File: src/rtl/volt_per_octave_exp_converter_assert.svh
// Assertion macros for the volt-per-octave exponential converter.
`ifndef VOLT_PER_OCTAVE_EXP_CONVERTER_ASSERT_SVH
`define VOLT_PER_OCTAVE_EXP_CONVERTER_ASSERT_SVH

`ifndef SYNTH

// Check on every rising edge of clk_i, masked while rst_ni is low.
`define VPO_ASSERT(lbl, prop, msg) \
  lbl: assert property (@(posedge clk_i) disable iff (!rst_ni) prop) \
    else $error(msg);

// Check on every rising edge of clk_i, reset included.
`define VPO_ASSERT_NR(lbl, prop, msg) \
  lbl: assert property (@(posedge clk_i) prop) \
    else $error(msg);

`else

`define VPO_ASSERT(lbl, prop, msg)

`define VPO_ASSERT_NR(lbl, prop, msg)

`endif

`endif

File: src/rtl/vpo_pkg.sv
// Shared widths and exponent table builder for the volt-per-octave converter.
`timescale 1ns / 1ps
`default_nettype none

package vpo_pkg;

  // Field and datapath widths
  localparam int CV_W      = 24;              // signed Q3.20 sample
  localparam int MULT_W    = 31;              // unsigned Q11.20 result
  localparam int FRAC_BITS = 20;
  localparam int TAB_W     = FRAC_BITS + 2;   // table entries, Q2.20 up to 2.0
  localparam int ONE_Q20   = 1 << FRAC_BITS;

  // Integer square root, rounded to nearest (half rounds down)
  function automatic longint unsigned isqrt_round(input longint unsigned x);
    longint unsigned r;
    longint unsigned bit_v;
    longint unsigned rem_v;
    r     = 64'd0;
    bit_v = 64'd1 << 62;
    rem_v = x;
    for (int i = 0; i < 32; i++) begin
      if (rem_v >= r + bit_v) begin
        rem_v = rem_v - (r + bit_v);
        r     = (r >> 1) + bit_v;
      end else begin
        r = r >> 1;
      end
      bit_v = bit_v >> 2;
    end
    if (rem_v > r) begin
      r = r + 64'd1;
    end
    return r;
  endfunction

  // Entry k of the 2^(k / 2^tb) table in Q2.20, built from chained Q.31 roots
  function automatic logic [TAB_W-1:0] exp_entry(input int k, input int tb);
    longint unsigned acc;
    longint unsigned root;
    acc  = 64'd1 << 31;
    root = 64'd0;
    if (k == (1 << tb)) begin
      return TAB_W'(2 * ONE_Q20);
    end
    for (int j = 1; j <= tb; j++) begin
      if (j == 1) begin
        root = isqrt_round(64'd1 << 63);
      end else begin
        root = isqrt_round(root << 31);
      end
      if (((k >> (tb - j)) & 1) != 0) begin
        acc = (acc * root + (64'd1 << 30)) >> 31;
      end
    end
    return TAB_W'((acc + (64'd1 << 10)) >> 11);
  endfunction

endpackage

`default_nettype wire

File: src/rtl/vpo_scale.sv
// Stage one: clamp the sample, scale by full-scale volts, split exponent and fraction.
`timescale 1ns / 1ps
`default_nettype none

`include "volt_per_octave_exp_converter_assert.svh"

module vpo_scale #(
  parameter int FULL_SCALE_VOLTS = 10,
  parameter int E_W              = 5
) (
  input  wire logic                                clk_i,
  input  wire logic                                rst_ni,
  input  wire logic                                valid_i,
  output logic                                     stall_o,
  input  wire logic signed [vpo_pkg::CV_W-1:0]     cv_sample_i,
  output logic                                     valid_o,
  input  wire logic                                stall_i,
  output logic             [E_W-1:0]               exp_o,
  output logic             [vpo_pkg::FRAC_BITS-1:0] frac_o
);

  localparam int FB  = vpo_pkg::FRAC_BITS;
  localparam int CB_W = FB + 2;
  localparam int U_W  = FB + E_W;
  localparam logic signed [vpo_pkg::CV_W-1:0] ONE_S = vpo_pkg::CV_W'(vpo_pkg::ONE_Q20);

  logic signed [vpo_pkg::CV_W-1:0] cv_off;
  logic        [CB_W-1:0]          cv_biased;
  logic        [U_W-1:0]           scaled;
  logic                            valid_q;
  logic        [E_W-1:0]           exp_q;
  logic        [FB-1:0]            frac_q;

  // Clamp to plus or minus one and shift to an unsigned range [0, 2.0]
  assign cv_off = cv_sample_i + ONE_S;

  always_comb begin
    if (cv_sample_i > ONE_S) begin
      cv_biased = CB_W'(2 * vpo_pkg::ONE_Q20);
    end else if (cv_sample_i < -ONE_S) begin
      cv_biased = '0;
    end else begin
      cv_biased = cv_off[CB_W-1:0];
    end
  end

  // Biased exponent sits above the 20 fraction bits
  assign scaled = U_W'(cv_biased) * U_W'(FULL_SCALE_VOLTS);

  assign stall_o = valid_q && stall_i;

  // Advance the stage whenever the next one takes a beat or this one is empty
  always_ff @(posedge clk_i or negedge rst_ni) begin
    if (!rst_ni) begin
      valid_q <= 1'b0;
    end else if (!stall_o) begin
      valid_q <= valid_i;
    end
  end

  always_ff @(posedge clk_i) begin
    if (!stall_o && valid_i) begin
      exp_q  <= scaled[U_W-1:FB];
      frac_q <= scaled[FB-1:0];
    end
  end

  assign valid_o = valid_q;
  assign exp_o   = exp_q;
  assign frac_o  = frac_q;

  `VPO_ASSERT(a_exp_in_range, valid_q |-> (exp_q < E_W'(2 * FULL_SCALE_VOLTS) || (exp_q == E_W'(2 * FULL_SCALE_VOLTS) && frac_q == '0)), "biased exponent beyond full scale")

endmodule

`default_nettype wire

File: src/rtl/vpo_interp.sv
// Stages two and three: exponent table lookup and linear interpolation step.
`timescale 1ns / 1ps
`default_nettype none

`include "volt_per_octave_exp_converter_assert.svh"

module vpo_interp #(
  parameter int TABLE_BITS = 6,
  parameter int E_W        = 5
) (
  input  wire logic                                 clk_i,
  input  wire logic                                 rst_ni,
  input  wire logic                                 valid_i,
  output logic                                      stall_o,
  input  wire logic [E_W-1:0]                       exp_i,
  input  wire logic [vpo_pkg::FRAC_BITS-1:0]        frac_i,
  output logic                                      valid_o,
  input  wire logic                                 stall_i,
  output logic [E_W-1:0]                            exp_o,
  output logic [vpo_pkg::TAB_W-1:0]                 lo_o,
  output logic [vpo_pkg::TAB_W-1:0]                 step_o
);

  localparam int FB    = vpo_pkg::FRAC_BITS;
  localparam int TW    = vpo_pkg::TAB_W;
  localparam int LOW_W = FB - TABLE_BITS;
  localparam int TAB_N = (1 << TABLE_BITS) + 1;
  localparam int IX_W  = TABLE_BITS + 1;
  localparam int P_W   = TW + LOW_W;

  logic [TW-1:0]         tab [TAB_N];
  logic [IX_W-1:0]       idx_lo;
  logic [IX_W-1:0]       idx_hi;
  logic [TW-1:0]         lo_val;
  logic [TW-1:0]         hi_val;
  logic [P_W-1:0]        prod;
  logic                  stall2;
  logic                  stall3;

  logic                  s2_valid_q;
  logic [E_W-1:0]        s2_exp_q;
  logic [TW-1:0]         s2_lo_q;
  logic [TW-1:0]         s2_diff_q;
  logic [LOW_W-1:0]      s2_rem_q;

  logic                  s3_valid_q;
  logic [E_W-1:0]        s3_exp_q;
  logic [TW-1:0]         s3_lo_q;
  logic [TW-1:0]         s3_step_q;

  // Constant exponent table, one entry past the end for the upper neighbour
  for (genvar k = 0; k < TAB_N; k++) begin : g_tab
    assign tab[k] = vpo_pkg::exp_entry(k, TABLE_BITS);
  end

  // Look up both neighbours of the fraction's top bits
  assign idx_lo = {1'b0, frac_i[FB-1:LOW_W]};
  assign idx_hi = idx_lo + IX_W'(1);
  assign lo_val = tab[idx_lo];
  assign hi_val = tab[idx_hi];

  assign stall3  = s3_valid_q && stall_i;
  assign stall2  = s2_valid_q && stall3;
  assign stall_o = stall2;

  always_ff @(posedge clk_i or negedge rst_ni) begin
    if (!rst_ni) begin
      s2_valid_q <= 1'b0;
      s3_valid_q <= 1'b0;
    end else begin
      if (!stall2) begin
        s2_valid_q <= valid_i;
      end
      if (!stall3) begin
        s3_valid_q <= s2_valid_q;
      end
    end
  end

  // Hold the lookup result and the neighbour difference
  always_ff @(posedge clk_i) begin
    if (!stall2 && valid_i) begin
      s2_exp_q  <= exp_i;
      s2_lo_q   <= lo_val;
      s2_diff_q <= hi_val - lo_val;
      s2_rem_q  <= frac_i[LOW_W-1:0];
    end
  end

  // Scale the difference by the low fraction bits, truncating
  assign prod = P_W'(s2_diff_q) * P_W'(s2_rem_q);

  always_ff @(posedge clk_i) begin
    if (!stall3 && s2_valid_q) begin
      s3_exp_q  <= s2_exp_q;
      s3_lo_q   <= s2_lo_q;
      s3_step_q <= prod[P_W-1:LOW_W];
    end
  end

  assign valid_o = s3_valid_q;
  assign exp_o   = s3_exp_q;
  assign lo_o    = s3_lo_q;
  assign step_o  = s3_step_q;

  `VPO_ASSERT(a_entry_bounds, s2_valid_q |-> (s2_lo_q >= TW'(vpo_pkg::ONE_Q20) && ({1'b0, s2_lo_q} + {1'b0, s2_diff_q}) <= (TW + 1)'(2 * vpo_pkg::ONE_Q20)), "table neighbours outside [1.0, 2.0]")

endmodule

`default_nettype wire

File: src/rtl/vpo_shift.sv
// Stage four: finish the interpolation and apply the octave shift.
`timescale 1ns / 1ps
`default_nettype none

module vpo_shift #(
  parameter int FULL_SCALE_VOLTS = 10,
  parameter int E_W              = 5
) (
  input  wire logic                          clk_i,
  input  wire logic                          rst_ni,
  input  wire logic                          valid_i,
  output logic                               stall_o,
  input  wire logic [E_W-1:0]                exp_i,
  input  wire logic [vpo_pkg::TAB_W-1:0]     lo_i,
  input  wire logic [vpo_pkg::TAB_W-1:0]     step_i,
  output logic                               valid_o,
  input  wire logic                          stall_i,
  output logic [vpo_pkg::MULT_W-1:0]         multiplier_o
);

  localparam int TW   = vpo_pkg::TAB_W;
  localparam int MW   = vpo_pkg::MULT_W;
  localparam int SH_W = MW + TW;
  localparam logic [E_W-1:0] BIAS = E_W'(FULL_SCALE_VOLTS);

  logic [TW-1:0]   interp;
  logic [SH_W-1:0] wide;
  logic [SH_W-1:0] shifted;
  logic            valid_q;
  logic [MW-1:0]   mult_q;

  // Interpolated mantissa in Q2.20
  assign interp = lo_i + step_i;
  assign wide   = SH_W'(interp);

  // Shift left for positive octaves, right with truncation for negative ones
  always_comb begin
    if (exp_i >= BIAS) begin
      shifted = wide << (exp_i - BIAS);
    end else begin
      shifted = wide >> (BIAS - exp_i);
    end
  end

  assign stall_o = valid_q && stall_i;

  always_ff @(posedge clk_i or negedge rst_ni) begin
    if (!rst_ni) begin
      valid_q <= 1'b0;
    end else if (!stall_o) begin
      valid_q <= valid_i;
    end
  end

  always_ff @(posedge clk_i) begin
    if (!stall_o && valid_i) begin
      mult_q <= shifted[MW-1:0];
    end
  end

  assign valid_o      = valid_q;
  assign multiplier_o = mult_q;

endmodule

`default_nettype wire

File: src/rtl/volt_per_octave_exp_converter.sv
// Top level of the volt-per-octave exponential converter pipeline.
// Usage:
//   Input channel: in_valid_i / in_stall_o carry cv_sample_i, a signed Q3.20
//   control voltage; anything beyond plus or minus 1.0 is clamped.
//   Output channel: out_valid_o / out_stall_i carry multiplier_o, unsigned
//   Q11.20, equal to 2^(clamped sample * FULL_SCALE_VOLTS).
//   A beat moves on a rising edge where valid is high and stall is low.
//   Pipeline: 4 register stages (clamp and scale, table lookup, interpolation
//   multiply, octave shift); out_valid_o rises once the input beat has passed
//   all four, and the result beat is taken when out_stall_i is low.
//   Throughput: one beat per cycle while out_stall_i is low; each stage loads
//   when the next takes its beat or is empty, so bubbles are squeezed out.
//   The exponent table has 2^TABLE_BITS + 1 constant entries; lower and
//   upper neighbour are read in the same cycle.
//   Reset (rst_ni low, asynchronous) empties every stage; no clearing pass.
//   When the receiver stalls, the last result holds; upstream stages keep
//   filling, and in_stall_o rises only once all four stages hold a beat.
`timescale 1ns / 1ps
`default_nettype none

`include "volt_per_octave_exp_converter_assert.svh"

module volt_per_octave_exp_converter #(
  parameter int FULL_SCALE_VOLTS = 10,
  parameter int TABLE_BITS       = 6
) (
  input  wire logic                            clk_i,
  input  wire logic                            rst_ni,
  input  wire logic                            in_valid_i,
  output logic                                 in_stall_o,
  input  wire logic signed [vpo_pkg::CV_W-1:0] cv_sample_i,
  output logic                                 out_valid_o,
  input  wire logic                            out_stall_i,
  output logic [vpo_pkg::MULT_W-1:0]           multiplier_o
);

  localparam int E_W = $clog2(2 * FULL_SCALE_VOLTS + 1);

  logic                               s1_valid;
  logic                               s1_stall;
  logic [E_W-1:0]                     s1_exp;
  logic [vpo_pkg::FRAC_BITS-1:0]      s1_frac;
  logic                               s3_valid;
  logic                               s3_stall;
  logic [E_W-1:0]                     s3_exp;
  logic [vpo_pkg::TAB_W-1:0]          s3_lo;
  logic [vpo_pkg::TAB_W-1:0]          s3_step;

  // Clamp, scale and split
  vpo_scale #(
    .FULL_SCALE_VOLTS(FULL_SCALE_VOLTS),
    .E_W             (E_W)
  ) u_scale (
    .clk_i      (clk_i),
    .rst_ni     (rst_ni),
    .valid_i    (in_valid_i),
    .stall_o    (in_stall_o),
    .cv_sample_i(cv_sample_i),
    .valid_o    (s1_valid),
    .stall_i    (s1_stall),
    .exp_o      (s1_exp),
    .frac_o     (s1_frac)
  );

  // Table lookup and interpolation step
  vpo_interp #(
    .TABLE_BITS(TABLE_BITS),
    .E_W       (E_W)
  ) u_interp (
    .clk_i  (clk_i),
    .rst_ni (rst_ni),
    .valid_i(s1_valid),
    .stall_o(s1_stall),
    .exp_i  (s1_exp),
    .frac_i (s1_frac),
    .valid_o(s3_valid),
    .stall_i(s3_stall),
    .exp_o  (s3_exp),
    .lo_o   (s3_lo),
    .step_o (s3_step)
  );

  // Octave shift and output register
  vpo_shift #(
    .FULL_SCALE_VOLTS(FULL_SCALE_VOLTS),
    .E_W             (E_W)
  ) u_shift (
    .clk_i       (clk_i),
    .rst_ni      (rst_ni),
    .valid_i     (s3_valid),
    .stall_o     (s3_stall),
    .exp_i       (s3_exp),
    .lo_i        (s3_lo),
    .step_i      (s3_step),
    .valid_o     (out_valid_o),
    .stall_i     (out_stall_i),
    .multiplier_o(multiplier_o)
  );

  `VPO_ASSERT_NR(a_free_out_no_stall, !out_stall_i |-> !in_stall_o,
                 "input stalled while output is free")
  `VPO_ASSERT(a_stall_needs_result, in_stall_o |-> out_valid_o,
              "input stalled with no result waiting")

endmodule

`default_nettype wire
File: config.mk
export PLATFORM = sky130hd
export DESIGN_NAME = volt_per_octave_exp_converter
export DESIGN_NICKNAME = d
export VERILOG_FILES = /design/src/rtl/vpo_pkg.sv /design/src/rtl/vpo_scale.sv /design/src/rtl/vpo_interp.sv /design/src/rtl/vpo_shift.sv /design/src/rtl/volt_per_octave_exp_converter.sv
export VERILOG_INCLUDE_DIRS = /design/src /design/src/rtl
export SDC_FILE = /design/constraint.sdc
export NUM_CORES = 1
export LEC_CHECK = 0
export CAP_MARGIN = 20
export CORE_MARGIN = 2
export CORE_UTILIZATION = 61
export DETAILED_ROUTE_END_ITERATION = 16
export DONT_BUFFER_PORTS = 1
export PLACE_DENSITY = 0.77
export REMOVE_ABC_BUFFERS = 1
export SYNTH_ARGS = -nofsm -noshare
export SYNTH_HDL_FRONTEND = slang
export SYNTH_SLANG_ARGS = --single-unit
File: constraint.sdc
create_clock -name clk_i -period 11.3 [get_ports clk_i]
set_input_delay 1.13 -clock clk_i [delete_from_list [all_inputs] [get_ports clk_i]]
set_output_delay 1.13 -clock clk_i [all_outputs]
set_load 0.02 [all_outputs]
# Word level (Yosys, flattened, before mapping)
# Memory sizes are Yosys's and may differ from the RTL's.
# Index checks and enable logic that the tools add are counted.
[classes]
div_mod_pow = 0
order_cmp = 5
addsub = 6
n_eq_ne = 0
n_mux = 7
multipliers = 2
n_reduce_logical = 12
shifts = 2
n_bitwise = 2
[op_table]
columns = ["op", "count"]
rows = [
  ["$mux 22", 6],
  ["$mul 22x13->35", 1],
  ["$mux 31", 1],
  ["$shl 22x5->31", 1],
  ["$shr 22x5->31", 1],
  ["$gt 24x22->1 const B", 1],
  ["$lt 24x21->1 const B", 1],
  ["$mul 22x3->24 const B", 1],
  ["$add 22x22->22", 1],
  ["$add 22x22->22 const B", 1],
  ["$sub 22x22->22", 1],
  ["$ge 8x8->1 const B", 2],
  ["$logic_and 1x1->1", 8],
  ["$not 6->8", 1],
  ["$not 7->8", 1],
  ["$add 6x1->7 const B", 1],
  ["$ge 5x4->1 const B", 1],
  ["$sub 4x5->5 const A", 1],
  ["$sub 5x4->5 const B", 1],
  ["$logic_not 1->1", 4],
]
[totals]
mem_bits_ro = 5632
mem_bits_rw = 0
regBits = 170
wordCells = 52
latchBits = 0
memories = 2
[memory_table]
columns = ["name", "depth", "word_bits", "rd", "rd_clocked_by_memory_dff", "write_ports", "line_no", "source"]
rows = [
  ["(no name shown)", 128, 22, 1, 0, 0, "vpo_interp.sv:60", "assign hi_val = tab[idx_hi];"],
  ["(no name shown)", 128, 22, 1, 0, 0, "vpo_interp.sv:59", "assign lo_val = tab[idx_lo];"],
]

# Logic depth before layout (Yosys ltp)
# Gate-level depths: netlist of run 1.
[depth]
ltp_word = 6
mapped_depth = 25

# Modules after synthesis
# Synthesis of run 1 repeated with hierarchy kept, for this count alone.
[unflattened]
hier_cells = 3016
hier_area_um2 = 25763.5
[by_module_without_submodules]
columns = ["module", "cells_per_inst", "area_each_um2", "instances", "seq_area_each_um2"]
rows = [
  ["vpo_interp", 2036, 17677.0, 1, 3293.2],
  ["vpo_shift", 758, 5761.8, 1, 955.9],
  ["vpo_scale", 222, 2324.7, 1, 745.7],
]

# Worst setup path after synthesis of run 1
# OpenSTA, ideal clock, no wires.
[synth_timing]
path_kind = "flip-flop to flip-flop"
start = "reg u_interp.s2_rem_q[2]"
end = "reg u_interp.s3_step_q[21] (netlist: u_interp.step_o[21]), data pin"
setup_slack_ps = 5309
arrival_time_ps = 5731
synth_period_minus_slack_ps = 5991
path_stages_with_launch = 23
setup_time_ps = 260
path_cell_list = "edfxtp_1 clkbuf_1 and2_1 fa_1 inv_1 fa_1 inv_1 fa_1 inv_1 fa_1 fa_1 inv_1 ha_1 a2111oi_0 o21ai_0 a31oi_1 nor3_1 o41ai_1 o21ai_0 a311oi_1 a21oi_1 a21oi_1 xnor2_1"
[synth_via]
elab_chain_len = 1
[synth_lines]
columns = ["item", "line_no", "source"]
rows = [
  ["from (decl)", "vpo_interp.sv:44", "logic [LOW_W-1:0] s2_rem_q;"],
  ["from (signal assigned)", "vpo_interp.sv:86", "s2_rem_q <= frac_i[LOW_W-1:0];"],
  ["$mul 22x13->35", "vpo_interp.sv:91", "assign prod = P_W'(s2_diff_q) * P_W'(s2_rem_q);"],
  ["net u_interp.prod[35]", "vpo_interp.sv:36", "logic [P_W-1:0] prod;"],
  ["to (signal assigned)", "vpo_interp.sv:97", "s3_step_q <= prod[P_W-1:LOW_W];"],
  ["to (decl)", "vpo_interp.sv:49", "logic [TW-1:0] s3_step_q;"],
]
# The timed path passes the listed nets, and every way through them passes these cells.
# A chain may end at the register's enable or synchronous reset.

# Final worst setup path of run 1
[layout_timing]
start = "reg u_scale.frac_q[14] (netlist: u_scale.frac_o[14])"
end = "reg u_interp.s2_diff_q[21], data pin"
[layout_via]
elab_chain_len = 6
word_cells_on_any_way = 10
[layout_lines]
columns = ["item", "line_no", "source"]
rows = [
  ["from (decl)", "vpo_scale.sv:32", "logic [FB-1:0] frac_q;"],
  ["from (signal assigned)", "vpo_scale.sv:64", "frac_q <= scaled[FB-1:0];"],
  ["$add 6x1->7", "vpo_interp.sv:58", "assign idx_hi = idx_lo + IX_W'(1);"],
  ["$not 7->8 (not written as such)", "vpo_interp.sv:60", ""],
  ["$mem_v2 128x22", "--", ""],
  ["$mux 22 (not written as such) (2 in series)", "vpo_interp.sv:60", ""],
  ["$sub 22x22->22 (*)", "vpo_interp.sv:85", "s2_diff_q <= hi_val - lo_val;"],
  ["to (signal assigned)", "vpo_interp.sv:85", ""],
  ["to (decl)", "vpo_interp.sv:43", "logic [TW-1:0] s2_diff_q;"],
]
# Mark *: on every way between the ends. The rest lies on a longest branch, timed or not. The select of a mux whose other input is x is not followed.

==> results of run 1 <==
==> flip-flops by register name (all words and copies together), names as in the netlist, 5 cells and up <==
name and flops:
u_shift.multiplier_o 31, u_interp.s2_diff_q 22, u_interp.step_o 22, u_interp.lo_o 20, u_interp.s2_lo_q 20, u_scale.frac_o 19, u_interp.s2_rem_q 13, u_interp.exp_o 5
u_interp.s2_exp_q 5, u_scale.exp_o 5
==> kinds of logic (layout without fill, tap and decap cells) <==
logic type / count (synthesis) / count (layout)
adder cells (fa/ha/maj): 408 / 408
multiplexers: 63 / 63
AND/OR/NAND/NOR: 894 / 894
XOR/XNOR: 87 / 87
buffers and inverters: 495 / 392
flip-flops: 166 / 166
AO/OA/AOI/OAI: 628 / 628
==> metrics by stage <==
step                      worst slack (ns)  cell area, µm²  std cells  utilization [%]  hold slack, ns
after detailed placement              4.03           24000       3124             62.5           0.405
after floorplan                       3.88           23000       2567                -           0.400
final                                 3.72           24600       3156             64.0           0.334
after CTS                             3.98           24600       3156             64.0           0.305
after global routing                  3.35           24600       3156             64.0           0.315
after global placement                4.17           24000       3124             62.5           0.402
==> cell type report <==
cell class,count,area [µm²],area share (%)
sequential,166,4960,20.2
clock inverter,15,168,0.681
multi-input combinational,2080,16900,68.7
timing repair buffer,39,293,1.19
clock buffer,17,425,1.73
tap,518,648,2.63
inverter,321,1200,4.89
==> metal layers <==
metal / part of all wire, % / wire length [µm] / vias up / GRT usage [%]
met5: 0 / 0 / - / 0
met2: 48 / 32900 / 982 / 56.4
met3: 7.7 / 5330 / 184 / 5.47
li1: - / - / 9245 / -
met4: 4.4 / 3010 / 0 / 15.6
met1: 40 / 27800 / 10068 / 45.8
==> final timing paths <==
| kind | end | slack, ns |
|---|---|---|
| worst max-delay path | u_interp.s2_diff_q[21]$_DFFE_PP_ | 3.72 |
| min in group clk_i | u_interp.lo_o[16]$_DFFE_PP_ | 0.41 |
| worst min register to register | u_interp.lo_o[16]$_DFFE_PP_ | 0.41 |
| max in group asynchronous | u_interp.s2_valid_q$_DFFE_PN0N_ | 10.90 |
| worst max register to register | u_interp.s2_diff_q[21]$_DFFE_PP_ | 3.72 |
| worst min-delay path | u_scale.valid_o$_DFFE_PN0N_ | 0.33 |
==> placed cells by master, fill, tap and decap left out, types with 14 or more instances in the layout <==
| cell | n |
|---|---|
| nor2_1 | 182 |
| nor2b_1 | 14 |
| nand2_1 | 336 |
| nor3_1 | 57 |
| o22ai_1 | 16 |
| nand2b_1 | 14 |
| nand3_1 | 68 |
| o211ai_1 | 39 |
| and2_1 | 139 |
| buf_4 | 39 |
| a21oi_1 | 172 |
| xor2_1 | 21 |
| clkbuf_16 | 17 |
| a211oi_1 | 35 |
| inv_1 | 316 |
| or3_1 | 17 |
| a31oi_1 | 30 |
| o21ai_0 | 112 |
| ha_1 | 185 |
| a21o_1 | 26 |
| fa_1 | 222 |
| xnor2_1 | 60 |
| edfxtp_1 | 162 |
| and3_1 | 18 |
| a221oi_1 | 14 |
| o21a_1 | 25 |
| mux4_2 | 25 |
| mux2i_1 | 32 |
==> cell usage after synthesis (all sizes together) (10+ instances only) <==
library cell  count  share of area [%]
a211o            14               0.52
a211oi           36                1.2
a21o             26               0.82
a21oi           172                3.6
a221o            10               0.42
a221oi           14               0.52
a311oi           13               0.51
a31oi            30               0.79
and2            140                3.7
and3             19               0.52
buf              28               0.49
clkbuf          146                2.3
edfxtp          162                 21
fa              222                 19
ha              186                9.8
inv             318                5.0
mux2i            32                1.4
mux4             25                2.4
nand2           336                5.3
nand2b           14               0.37
nand3            69                1.5
nand4            10               0.26
nor2            182                2.9
nor2b            15               0.40
nor3             58                1.2
o211ai           39                1.2
o21a             25               0.79
o21ai           119                2.5
o21bai           10               0.32
o221ai           11               0.48
o22ai            16               0.42
o311ai           11               0.44
o31ai            12               0.40
or2              12               0.32
or3              17               0.45
xnor2            65                2.4
xor2             22               0.81
==> run metrics, run 1 <==
status=finished, final reports clean; number of global-route vias before repair=20.4k; IO buf count=0; average wire length per cell after detail routing=21.9 µm; Top delay family on crit path=buffers and inverters; CTS tree=yes; starting utilization of the core area=61.6%; Async S/R FF share, synth=2.41%; slew at the pin closest to its max-slew limit=1.02 ns; total negative slack for setup checks=0 ns; total routing resource utilization after global routing=34.6%; worst r2r path cells=23; die outline width=201 µm; share of post-route cells with drive strength above 1=5.50%; total number of vias=20.5k; # Max-Cap Violations=0; Crit Path Class=register to register; adder-cell share of the synthesized area=28.6%; f_max=0.132 GHz; Critical path buffers and inverters=5; share of cell area taken by muxes after synthesis=4.02%; routability congestion estimate from global placement=0.980; TritonCTS buffer count=17; core area=38500 µm²; fin crit share=67.1%; clk buf depth=2; type of the tightest min-delay check=primary input to async pin; dominant combinational cell family by area after synthesis=adder cells; number of standard cells after synthesis=2741; CTS HTree Levels=4; final hold violation count=0; critical path launch point type=register; Slew Limit Headroom=30.3%; Clock Latency Late Sink=0.48 ns; fraction of the mapped netlist area in compound gates=17.7%; Sink Count=166; Synth Area per Inst=8.64 µm²; total of endpoints with negative setup slack in the final report=0; post-cts repair resize count=0; GRT Residual Overflow=0; violation count after the first detailed-route iteration=1999; startpoint of the worst-slack reg-to-reg timing path=u_scale.frac_o[14]$_DFFE_PP_; CP Cell Sequence=buf_4, ha_1, clkinv_1, ha_2, buf_4, inv_1, nor2_1, o31ai_1, o21ai_0, nand2_1, nand3_1, inv_1, ha_1, nor2b_1, o21a_1, o21ai_0, a21oi_1, o211ai_1, a21oi_1, nor4_1, or3_1, a31oi_1, a2111oi_0; total of hold buffers inserted after clock tree synthesis=0; via count normalized by instance count=6.49; Clk Tree Root Cell=clkbuf_16; count of antenna-violating nets left after detailed routing=0; number of top-level pins=61; area of the mapped netlist=23700 µm²; max-slew violations=0; clock slew seen by the registers of the worst setup and hold paths=0.08 ns; YS warnings=0; remaining design rule violation count=0; pin count of the biggest net entering global routing=74; min cycle time layout=7.58 ns; wirelength, routed=69100 µm; number of antenna violations at the first check in global routing=0; antenna cells=0; count of standard-cell rows=72; Crit Path Max Fanout=68; unique cell type count in the Yosys netlist=87; type of destination of the critical path=register; number of enable flip-flop cells after synthesis=162; RSZ-0062 raised after global routing=no; layout overhead on the synthesized area=3.95%; HPWL after DPL=52300 µm; wire length of the first global-routing pass=110000 µm; delay of the slowest cell on the worst path=0.71 ns; Chip Height=201 µm; Die ar.=40400 µm²; flip-flop and latch count after synthesis=166; leading register cell type out of synthesis=edfxtp_1; share of synthesized area occupied by flip-flops and latches=21.0%; critical path startpoint=u_scale.frac_o[14]$_DFFE_PP_; crit path DAT=7.84 ns; number of nets in the layout=3061; slowest CP cell=ha_1; First-pass DRT Iterations=6; total of fill cells in the finished design=3285; cell depth of the worst setup path=23; Simple-Gate Fraction of Synth Area=17.7%; worst path required time=11.56 ns; Layout Skew=0.0177 ns; buffers inserted during post-CTS setup optimization=0; post-synthesis xor/xnor area fraction=3.22%
Power of run 1 is not shown: default switching activity piles up to over one toggle a cycle in this logic, so the estimate is an artifact.
==> run 2: changes to the inputs <==
- clock period: 11.3 -> 7.14 ns (I/O delays scaled with it)
==> run metrics, run 2 (same netlist as run 1, synthesis figures left out) <==
hold-critical path endpoint=u_scale.valid_o$_DFFE_PN0N_; max-slew violations=0 (unchanged); wirelength, routed=69100 µm (about the same); Die ar.=40400 µm² (unchanged); number of antenna violations at the first check in global routing=0 (unchanged); instance area after placement=24300 µm² (+1.1%); post-place setup slack=0.500 ns (-3.53 ns); worst hold start=in_valid_i; Crit Reg-Reg Endpoint=u_interp.step_o[21]$_DFFE_PP_; Clk Tree Root Cell=clkbuf_16; total of endpoints with negative setup slack in the final report=0 (unchanged); die outline width=201 µm (unchanged); violation count after the first detailed-route iteration=2165 (+8.3%); layout overhead on the synthesized area=5.12%; starting utilization of the core area=61.6% (unchanged); Crit Path Class=register to register; total of hold buffers inserted after clock tree synthesis=1 (+1); core area=38500 µm² (unchanged); IO buf count=0 (unchanged); worst path setup slack after routing=0.443 ns (-3.28 ns); Slew Limit Headroom=29.6% (-0.75 points); slew at the pin closest to its max-slew limit=1.03 ns (+0.0109 ns); critical path launch point type=register; final cell count without fillers=3189 (+1.0%); pin count of the biggest net entering global routing=73 (-1.4%); number of top-level pins=61 (unchanged); Hold Path Stages=1; total routing resource utilization after global routing=34.8% (+0.17 points); count of standard-cell rows=72 (unchanged); Crit Path Max Fanout=18 (-74%); TritonCTS buffer count=17 (unchanged); count of antenna-violating nets left after detailed routing=0 (unchanged); Sink Count=166 (unchanged); leading cell type in the layout, fill and taps excluded=nand2_1; type of the tightest min-delay check=primary input to register; average wire length per cell after detail routing=21.7 µm (-0.95%); post-cts repair resize count=0 (unchanged); HPWL after DPL=53400 µm (+2.1%); Chip Height=201 µm (unchanged); share of post-route cells with drive strength above 1=6.59% (+1.1 points); buffers inserted during post-CTS setup optimization=0 (unchanged); startpoint of the worst-slack reg-to-reg timing path=u_interp.s2_rem_q[5]$_DFFE_PP_; Layout Skew=0.0112 ns (-0.00652 ns); crit path DAT=6.91 ns (-0.93 ns); status=finished, final reports clean; First-pass DRT Iterations=8 (+2); worst path required time=7.35 ns (-4.21 ns); fin crit share=93.8% (+27 points); Clock Latency Late Sink=0.46 ns (-0.02 ns); RSZ-0062 raised after global routing=no; Largest register FFs=31 (unchanged); min cycle time layout=6.70 ns (-0.881 ns); GRT Residual Overflow=0 (unchanged); number of nets in the layout=3095 (+1.1%); worst-case register-to-register setup slack=0.44 ns (-3.28 ns); total number of vias=20.3k (-0.73%); clk buf depth=2 (unchanged); CTS tree=yes; f_max=0.149 GHz (+13%); via count normalized by instance count=6.38 (-1.8%); # Max-Cap Violations=0 (unchanged); clock slew seen by the registers of the worst setup and hold paths=0.07 ns (about the same); wire length of the first global-routing pass=111000 µm (+0.58%); cell area after layout=24900 µm² (+1.1%); most used cells in the layout excluding fill and tap cells=nand2_1, inv_1, fa_1; remaining design rule violation count=0 (unchanged); antenna cells=0 (unchanged); final hold violation count=0 (unchanged); worst r2r path cells=21 (-8.7%); CTS HTree Levels=4 (unchanged); type of destination of the critical path=register; routability congestion estimate from global placement=0.983 (+0.39%); number of global-route vias before repair=20.1k (-1.5%); number of placed instances, taps included=3157 (+1.1%)
run 2: final cells by class:
| cell class | count | area, µm² |
|---|---|---|
| Clock buffer | 18 | 429 |
| Timing Repair Buffer | 73 | 563 |
| Inverter | 321 | 1200 |
| Multi-Input combinational cell | 2080 | 16900 |
| Sequential cell | 166 | 4960 |
| Fill cell | 3221 | 13600 |
| Clock inverter | 13 | 171 |
| Tap cell | 518 | 648 |
run 2: metrics by stage:
step | hold WS, ns | setup TNS, ns | util (%)
final | 0.359 | 0 | 64.7
after global routing | 0.360 | 0 | 64.7
after CTS | 0.347 | 0 | 64.7
after detailed placement | 0.405 | 0 | 63.1
after global placement | 0.401 | 0 | 63.1
after floorplan | 0.400 | -0.824 | -
run 2: worst max-delay path, cell delays in order (launching register included):
cell and delay [ns]:
edfxtp_1 0.86, nand2_1 0.17, fa_1 0.56, inv_1 0.04
ha_1 0.18, fa_1 0.49, inv_1 0.06, fa_1 0.49
fa_1 0.50, inv_1 0.04, ha_1 0.30, a2111oi_0 0.40
o21ai_0 0.16, a31oi_1 0.36, nor3_1 0.13, o41ai_1 0.28
buf_4 0.19, o21ai_0 0.24, a311oi_1 0.49, a21oi_1 0.17
a21oi_1 0.22, xnor2_1 0.09
run 2: routing by layer:
metal  track usage [%]  part of all wire (%)  vias up
li1                  -                     -     9298
met1              45.8                    40     9844
met2              56.2                    47      986
met3              6.07                   8.1      202
met4              16.2                   4.8        0
met5                 0                     0        -
run 2: worst max path at each step:
| stage | from | end | depth (start not counted) |
|---|---|---|---|
| floorplan | u_scale.frac_o[16]$_DFFE_PP_ | u_interp.s2_diff_q[21]$_DFFE_PP_ | 20 |
| global placement | u_interp.s2_rem_q[5]$_DFFE_PP_ | u_interp.step_o[21]$_DFFE_PP_ | 21 |
| detailed placement | u_interp.s2_rem_q[5]$_DFFE_PP_ | u_interp.step_o[21]$_DFFE_PP_ | 21 |
| CTS | u_interp.s2_rem_q[5]$_DFFE_PP_ | u_interp.step_o[21]$_DFFE_PP_ | 21 |
| global route | u_interp.s2_rem_q[5]$_DFFE_PP_ | u_interp.step_o[21]$_DFFE_PP_ | 21 |
| finish | u_interp.s2_rem_q[5]$_DFFE_PP_ | u_interp.step_o[21]$_DFFE_PP_ | 21 |
Power of run 2 is left out for the same reason.
